### src/rtl/artnet_packet_classifier_top_macros.svh
// Assertion macros shared by the Art-Net packet classifier RTL.
`ifndef ARTNET_PACKET_CLASSIFIER_TOP_MACROS_SVH
`define ARTNET_PACKET_CLASSIFIER_TOP_MACROS_SVH

`ifndef NO_ASSERTIONS

// Whenever the antecedent holds, the consequent holds in the same cycle.
`define APC_ASSERT_IMPL(label, clk, rst_n, ante, cons, msg) \
    label: assert property (@(posedge clk) disable iff (!rst_n) (ante) |-> (cons)) \
        else $error(msg);

// Whenever the antecedent holds, the consequent holds in the next cycle.
`define APC_ASSERT_NEXT(label, clk, rst_n, ante, cons, msg) \
    label: assert property (@(posedge clk) disable iff (!rst_n) (ante) |=> (cons)) \
        else $error(msg);

`else

`define APC_ASSERT_IMPL(label, clk, rst_n, ante, cons, msg)
`define APC_ASSERT_NEXT(label, clk, rst_n, ante, cons, msg)

`endif

`endif

### src/rtl/apc_pkg.sv
// Package with constants, types and helpers for the Art-Net packet classifier.
package apc_pkg;

    // Default limits of the parser.
    localparam int MAX_CHANNELS_DEF = 512;
    localparam int BUFFER_BYTES_DEF = 530;

    // Width of the byte offset counter.
    localparam int OFF_W = 10;

    // Stream widths.
    localparam int S_TDATA_W = 8;
    localparam int M_TDATA_W = 40;
    localparam int M_TUSER_W = 4;

    // Header layout, as byte offsets into the UDP payload.
    localparam logic [OFF_W-1:0] OFF_IDENT_END = 10'd8;
    localparam logic [OFF_W-1:0] OFF_OPC_LO    = 10'd8;
    localparam logic [OFF_W-1:0] OFF_OPC_HI    = 10'd9;
    localparam logic [OFF_W-1:0] OFF_VER_HI    = 10'd10;
    localparam logic [OFF_W-1:0] OFF_VER_LO    = 10'd11;
    localparam logic [OFF_W-1:0] OFF_UNI_LO    = 10'd14;
    localparam logic [OFF_W-1:0] OFF_UNI_HI    = 10'd15;
    localparam logic [OFF_W-1:0] OFF_LEN_HI    = 10'd16;
    localparam logic [OFF_W-1:0] OFF_LEN_LO    = 10'd17;
    localparam logic [OFF_W-1:0] HDR_BYTES     = 10'd12;
    localparam logic [OFF_W-1:0] DMX_HDR_BYTES = 10'd18;

    // Opcodes and protocol limits.
    localparam logic [15:0] OP_POLL     = 16'h2000;
    localparam logic [15:0] OP_DMX      = 16'h5000;
    localparam logic [15:0] MIN_VERSION = 16'd14;

    // Packet verdict given on the final byte.
    typedef enum logic [2:0] {
        VERDICT_NONE      = 3'd0,
        VERDICT_ACCEPT    = 3'd1,
        VERDICT_MALFORMED = 3'd2,
        VERDICT_POLL      = 3'd3,
        VERDICT_IGNORED   = 3'd4
    } verdict_t;

    // One result transaction.
    typedef struct packed {
        logic [15:0] universe;
        verdict_t    verdict;
        logic [7:0]  level;
        logic [8:0]  channel;
        logic        data_valid;
    } result_t;

    // Expected identifier bytes: "Art-Net" followed by a zero byte.
    function automatic logic [7:0] ident_byte(input logic [2:0] idx);
        logic [7:0] b;
        case (idx)
            3'd0:    b = 8'h41;
            3'd1:    b = 8'h72;
            3'd2:    b = 8'h74;
            3'd3:    b = 8'h2D;
            3'd4:    b = 8'h4E;
            3'd5:    b = 8'h65;
            3'd6:    b = 8'h74;
            default: b = 8'h00;
        endcase
        return b;
    endfunction

endpackage

### src/rtl/artnet_packet_classifier_top.sv
// Art-Net packet classifier: parses ArtDMX and ArtPoll payloads byte by byte.
//
//  Channel  Dir  Payload                                            Transaction when
//  s_axis   in   tdata[7:0] payload_byte, tlast last_byte            s_tvalid && s_tready
//  m_axis   out  tdata: channel, level, universe; tuser: data_valid, verdict
//                                                                    m_tvalid && m_tready
//
// A byte is taken each cycle that s_tready is high; any result of it is registered.
// The header fields are captured by a single pass of logic into the state registers.
// An output register plus one skid register keep input and output decoupled; s_tready
// falls only while the skid register holds a result that the sink has not taken.
// Reset clears the byte offset and captured header, and empties both result registers.
module artnet_packet_classifier_top
#(
    parameter int MAX_CHANNELS = apc_pkg::MAX_CHANNELS_DEF,
    parameter int BUFFER_BYTES = apc_pkg::BUFFER_BYTES_DEF
)
(
    input  logic                          clk,
    input  logic                          rst_n,
    input  logic                          s_tvalid,
    output logic                          s_tready,
    input  logic [apc_pkg::S_TDATA_W-1:0] s_tdata,  // [7:0] payload_byte
    input  logic                          s_tlast,  // last_byte
    output logic                          m_tvalid,
    input  logic                          m_tready,
    output logic [apc_pkg::M_TDATA_W-1:0] m_tdata,  // [8:0] channel, [16:9] level,
                                                    // [32:17] universe, [39:33] zero
    output logic [apc_pkg::M_TUSER_W-1:0] m_tuser   // [0] data_valid, [3:1] verdict
);
    import apc_pkg::*;

`include "artnet_packet_classifier_top_macros.svh"

    localparam logic [OFF_W-1:0] BUF_L   = OFF_W'(BUFFER_BYTES);
    localparam logic [15:0]      MAX_CH16 = 16'(MAX_CHANNELS);

    // Parser state.
    logic [OFF_W-1:0] off_reg, off_next;
    logic             ident_reg, ident_next;
    logic [15:0]      opc_reg, opc_next;
    logic [15:0]      ver_reg, ver_next;
    logic [15:0]      uni_reg, uni_next;
    logic [15:0]      len_reg, len_next;

    // Result registers.
    logic    out_valid_reg, out_valid_next;
    logic    skid_valid_reg, skid_valid_next;
    result_t out_reg, out_next;
    result_t skid_reg, skid_next;

    // Per-byte values.
    logic             in_ok;
    logic             in_buf;
    logic             cap_ident;
    logic [15:0]      cap_opc, cap_ver, cap_uni, cap_len;
    logic [OFF_W-1:0] count;
    logic [OFF_W-1:0] slot;
    logic             gate;
    logic             dv;
    verdict_t         verdict;
    result_t          res;
    logic             push;
    logic             out_take;

    assign in_ok    = s_tvalid && s_tready;
    assign s_tready = !skid_valid_reg;
    assign out_take = out_valid_reg && m_tready;
    assign in_buf   = off_reg < BUF_L;

    // Header capture for the current byte.
    always_comb
    begin
        cap_ident = ident_reg;
        cap_opc   = opc_reg;
        cap_ver   = ver_reg;
        cap_uni   = uni_reg;
        cap_len   = len_reg;
        if (in_buf)
        begin
            if (off_reg < OFF_IDENT_END)
            begin
                if (s_tdata != ident_byte(off_reg[2:0]))
                begin
                    cap_ident = 1'b0;
                end
            end
            else
            begin
                case (off_reg)
                    OFF_OPC_LO: cap_opc = {opc_reg[15:8], s_tdata};
                    OFF_OPC_HI: cap_opc = {s_tdata, opc_reg[7:0]};
                    OFF_VER_HI: cap_ver = {s_tdata, ver_reg[7:0]};
                    OFF_VER_LO: cap_ver = {ver_reg[15:8], s_tdata};
                    OFF_UNI_LO: cap_uni = {uni_reg[15:8], s_tdata};
                    OFF_UNI_HI: cap_uni = {s_tdata, uni_reg[7:0]};
                    OFF_LEN_HI: cap_len = {s_tdata, len_reg[7:0]};
                    OFF_LEN_LO: cap_len = {len_reg[15:8], s_tdata};
                    default:    ;
                endcase
            end
        end
    end

    // DMX slot gating.
    assign slot = off_reg - DMX_HDR_BYTES;
    assign gate = in_buf && (off_reg >= DMX_HDR_BYTES) && cap_ident &&
                  (cap_opc == OP_DMX) && (cap_ver >= MIN_VERSION);
    assign dv   = gate && ({6'b0, slot} < cap_len) && ({6'b0, slot} < MAX_CH16);

    // Byte count of the packet, capped at the buffer size.
    assign count = in_buf ? off_reg + 10'd1 : BUF_L;

    // Verdict on the final byte.
    always_comb
    begin
        if (!s_tlast)
        begin
            verdict = VERDICT_NONE;
        end
        else if (count < HDR_BYTES || !cap_ident || cap_ver < MIN_VERSION)
        begin
            verdict = VERDICT_IGNORED;
        end
        else if (cap_opc == OP_POLL)
        begin
            verdict = VERDICT_POLL;
        end
        else if (cap_opc != OP_DMX)
        begin
            verdict = VERDICT_IGNORED;
        end
        else if (count < DMX_HDR_BYTES || cap_len > MAX_CH16 ||
                 {7'b0, count} < ({1'b0, cap_len} + 17'(DMX_HDR_BYTES)))
        begin
            verdict = VERDICT_MALFORMED;
        end
        else
        begin
            verdict = VERDICT_ACCEPT;
        end
    end

    // Result of the current byte.
    always_comb
    begin
        res.data_valid = dv;
        res.channel    = dv ? slot[8:0] : 9'd0;
        res.level      = dv ? s_tdata : 8'd0;
        res.verdict    = verdict;
        res.universe   = s_tlast ? cap_uni : 16'd0;
    end

    assign push = in_ok && (dv || s_tlast);

    // Next parser state: capture on each byte, clear after the final byte.
    always_comb
    begin
        off_next   = off_reg;
        ident_next = ident_reg;
        opc_next   = opc_reg;
        ver_next   = ver_reg;
        uni_next   = uni_reg;
        len_next   = len_reg;
        if (in_ok)
        begin
            if (s_tlast)
            begin
                off_next   = '0;
                ident_next = 1'b1;
                opc_next   = '0;
                ver_next   = '0;
                uni_next   = '0;
                len_next   = '0;
            end
            else
            begin
                off_next   = in_buf ? off_reg + 10'd1 : off_reg;
                ident_next = cap_ident;
                opc_next   = cap_opc;
                ver_next   = cap_ver;
                uni_next   = cap_uni;
                len_next   = cap_len;
            end
        end
    end

    // Output register and skid register steering.
    always_comb
    begin
        out_valid_next  = out_valid_reg;
        skid_valid_next = skid_valid_reg;
        out_next        = out_reg;
        skid_next       = skid_reg;
        if (!out_valid_reg || out_take)
        begin
            if (skid_valid_reg)
            begin
                out_next        = skid_reg;
                out_valid_next  = 1'b1;
                skid_valid_next = 1'b0;
            end
            else
            begin
                out_next       = res;
                out_valid_next = push;
            end
        end
        else if (push)
        begin
            skid_next       = res;
            skid_valid_next = 1'b1;
        end
    end

    // Control and parser state registers.
    always_ff @(posedge clk or negedge rst_n)
    begin
        if (!rst_n)
        begin
            off_reg        <= '0;
            ident_reg      <= 1'b1;
            opc_reg        <= '0;
            ver_reg        <= '0;
            uni_reg        <= '0;
            len_reg        <= '0;
            out_valid_reg  <= 1'b0;
            skid_valid_reg <= 1'b0;
        end
        else
        begin
            off_reg        <= off_next;
            ident_reg      <= ident_next;
            opc_reg        <= opc_next;
            ver_reg        <= ver_next;
            uni_reg        <= uni_next;
            len_reg        <= len_next;
            out_valid_reg  <= out_valid_next;
            skid_valid_reg <= skid_valid_next;
        end
    end

    // Result payload registers.
    always_ff @(posedge clk)
    begin
        out_reg  <= out_next;
        skid_reg <= skid_next;
    end

    // Output packing.
    assign m_tvalid = out_valid_reg;
    assign m_tdata  = {7'b0, out_reg.universe, out_reg.level, out_reg.channel};
    assign m_tuser  = {out_reg.verdict, out_reg.data_valid};

    // The skid register is only filled while the output register is full.
    `APC_ASSERT_IMPL(a_skid_behind_out, clk, rst_n, skid_valid_reg, out_valid_reg,
        "skid register holds a result while the output register is empty")
    // Every result carries a DMX slot or a verdict.
    `APC_ASSERT_IMPL(a_result_nonempty, clk, rst_n, out_valid_reg,
        out_reg.data_valid || out_reg.verdict != VERDICT_NONE,
        "result transaction carries neither a slot nor a verdict")
    // The parser restarts after the final byte of a packet.
    `APC_ASSERT_NEXT(a_restart_after_last, clk, rst_n, in_ok && s_tlast,
        off_reg == '0 && ident_reg,
        "parser did not restart after the final byte")
    // The byte offset never runs past the receive buffer.
    `APC_ASSERT_IMPL(a_offset_bound, clk, rst_n, 1'b1, off_reg <= BUF_L,
        "byte offset beyond the receive buffer")

endmodule

### config.mk
export PLATFORM = sky130hd
export DESIGN_NAME = artnet_packet_classifier_top
export DESIGN_NICKNAME = d
export VERILOG_FILES = /design/src/rtl/apc_pkg.sv /design/src/rtl/artnet_packet_classifier_top.sv
export VERILOG_INCLUDE_DIRS = /design/src /design/src/rtl
export SDC_FILE = /design/constraint.sdc
export NUM_CORES = 1
export LEC_CHECK = 0
export BUFFER_PORTS_ARGS = -buffer_cell sky130_fd_sc_hd__buf_2
export CAP_MARGIN = 5
export CORE_MARGIN = 4
export CORE_UTILIZATION = 60
export CTS_BUF_LIST = sky130_fd_sc_hd__clkbuf_8
export CTS_CLUSTER_DIAMETER = 200
export CTS_CLUSTER_SIZE = 12
export DETAILED_ROUTE_END_ITERATION = 7
export MAX_ROUTING_LAYER = met4
export PLACE_DENSITY = 0.79
export RECOVER_POWER = 25
export SETUP_SLACK_MARGIN = 0.02
export SYNTH_ARGS = -nofsm -noshare
export SYNTH_HDL_FRONTEND = slang
export SYNTH_SLANG_ARGS = --single-unit
### constraint.sdc
create_clock -name clk -period 11.9 [get_ports clk]
set_clock_uncertainty 0.15 [all_clocks]
set_input_delay 2.38 -clock clk [delete_from_list [all_inputs] [get_ports clk]]
set_output_delay 2.38 -clock clk [all_outputs]
set_load 0.01 [all_outputs]
==> summary.txt <==
Logic synthesis
  – Post-synthesis mux area share: 0.00125
  – Cell with the most instances after synthesis: nand2_1
  – Mapped Area: 0.00800 mm²
  – Leading area contributor after synthesis: edfxtp_1
  – Largest family of logic cells by synthesized area: compound AO/OA/AOI/OAI gates
  – Most frequent cells after synthesis: nand2_1 (98), dfrtp_1 (75), edfxtp_1 (74)
  – Top cells by area, synth: edfxtp_1 (28%), dfrtp_1 (23%), a22o_1 (5.8%)
  – Post-synthesis cell count: 778
  – Top cell type's share of synthesized area: 0.278
  – Async S/R FF share, synth: 0.507
  – Cell variety after synth: 69
  – Most used DFF post-synth: dfrtp_1
  – Count of state elements after synthesis: 150
  – Post-Syn Area per Cell: 10.3 µm²
  – Sequential area share after synthesis: 0.516
  – Post-synthesis xor/xnor area fraction: 0.0263
  – Ys Warns: 0
  – Synth Area in Compound Gates: 0.202
  – Number of flops mapped to enable cells by yosys: 74
  – Simple-Gate Fraction of Synth Area: 0.162
  – Synthesized-area fraction occupied by adder cells: 0.0438

Layout
  – Register Area: 0.00413 mm²
  – Area Growth Syn to Fin: 8.88%
  – Max reg flops: 37
  – Antenna cells: 0
  – Layout cell share with drive strength beyond 1: 0.129
  – Nets@finish: 837
  – Layout Utilization: 0.679
  – Layout fillers: 977
  – Multi-input combinational cell area: 0.00353 mm²

Setup path
  – Setup CP Type: in2reg
  – Worst reg-to-reg setup slack: 5560 ps
  – Worst-case reg-to-reg path depth: 15
  – Crit Reg-Reg Startpoint: off_reg[1]
  – Endpoint class of the critical path: flip-flop
  – Worst Path Required: 11890 ps
  – RR Endpoint: skid_reg[32]
  – Max Fanout on Critical Path: 28
  – Critical path launch point type: input pin
  – Critical path arrival: 6460 ps

Die
  – Placeable core area: 0.0128 mm²
  – Initial core utilization: 0.624
  – Chip height: 123 µm
  – Die Footprint: 0.0152 mm²
  – Row count: 41
  – Die W: 123 µm
  – IO Count: 59

Timing
  – Worst Max-Slew Pin Slew: 4110 ps
  – Final setup viols: 0
  – Total negative setup slack: 0 ps
  – Final Hold Fails: 0
  – Fin crit period: 6470 ps
  – Worst slew margin: -1.74
  – Max-slew violations: 119
  – Fin crit share: 0.543
  – Fmax: 0.155 GHz
  – Unrepaired setup endpoints after global routing: false

Worst hold path
  – Hold Crit Endpoint: len_reg[4]
  – Hold Path Origin: len_reg[4]
  – Worst hold path class: reg2reg
  – Hold Crit Depth: 2

Clock network
  – Clock insertion delay at the later pin of the skew report: 480 ps
  – Post-CTS setup buffer count: 0
  – Num CTS Buffers: 17
  – Clk Tree Root Cell: clkbuf_8
  – CTS tree: yes
  – Post-CTS sizing: 0
  – Clk buf depth: 2
  – # H-tree levels: 4
  – Clock transition at path regs: 80 ps
  – # hold bufs at CTS: 0
  – Clk sinks: 150

Route
  – Antenna viol nets, final: 0
  – Drt total wl: 19.8 mm
  – # DRC: 0
  – Via/cell ratio: 6.48
  – 1st-pass router iterations: 5
  – Via count: 6360
  – DRT iter0 DRCs: 619
  – Wire per inst: 20.2 µm

Power and ir drop
  – Leak pwr: 0.00362 µW
  – Pwr/cell area: 132 mW/mm²
  – VDD IR max: 0.000154 V

GRT
  – Gr ovfl total: 0
  – Gr usage total: 0.282
  – Vias in the first global route: 6139
  – Initial antenna violation count: 0
  – First-pass GRT wire length: 31.7 mm
  – Largest net degree at the start of global routing: 77

Place
  – Number of port buffers: 51
  – DP HPWL: 13.7 mm
  – GPL Wtd Cong: 0.932

Run status
  – Outcome: finished with violations
  – Failing checks: capacitance limit, slew limit

Flow run
  – Max Cap Violations: 2
metrics by stage:
stage	cell area (µm²)	total power (µW)	hold WS (ps)	cells	setup slack (ps)
after detailed placement	8260	704	327	949	5000
after global placement	8260	700	316	949	5170
after global routing	8710	1190	372	981	4870
after CTS	8720	1150	351	981	5510
after floorplan	8020	659	301	784	4280
final	8710	1150	343	981	5430
cells in the final DEF (no fill, tap or decap), types with 14 or more instances in the layout:
cell type	instances
a22o_1	53
nand2_1	98
xnor2_1	16
ha_1	28
nor2_1	45
a21oi_1	14
inv_1	28
buf_2	50
a22oi_1	29
o21ai_0	51
edfxtp_1	74
clkbuf_8	18
dfrtp_1	74
o31ai_1	29
and2_1	18
nor3_1	15
power by group:
part	switching, µW	internal, µW	total [µW]
clock network	196	254	450
registers	10.2	560	570
logic	87.1	38.3	125
total	293	852	1150
critical path: stages:
cell and delay, ps:
buf_2 370, a22o_1 300, inv_1 100, ha_1 290
o21ai_0 170, a21oi_1 100, o31a_1 110, o311ai_0 360
a31o_2 250, nand4_1 790, a211oi_4 770, buf_4 440
cell families after synthesis:
logic type | count (synthesis)
xor gates and xnor gates | 24
and+or+nand+nor | 259
buffers and inverters | 89
muxes | 1
AOI/OAI and AO/OA | 226
DFF | 150
adders and majority gates | 28
other | 1
how the worst max path moves through the flow:
stage                     from        endpoint  slack (ps)  cells after the start
detailed placement  s_tdata[2]    skid_reg[32]        5000                     12
global placement    s_tdata[2]    skid_reg[10]        5170                     12
CTS                 s_tdata[2]    skid_reg[11]        5510                     12
finish              s_tdata[2]    skid_reg[32]        5430                     12
global route             rst_n  skid_valid_reg        4870                      1
floorplan           s_tdata[2]     skid_reg[0]        4280                     11
layout make-up:
type | instances | share of cell area
clock buffer | 18 | 0.0284
clock inverter | 14 | 0.0237
inverter | 26 | 0.0112
multi-input combinational | 545 | 0.405
sequential | 150 | 0.474
tap | 172 | 0.0247
timing repair buffer | 56 | 0.0335
metal layers:
layer | wire length, µm | global-route usage
met4 | 505 | 0.109
met1 | 8320 | 0.362
met5 | 0 | -
met3 | 1700 | 0.0769
met2 | 9300 | 0.431
(Power assumes the default switching activity.)
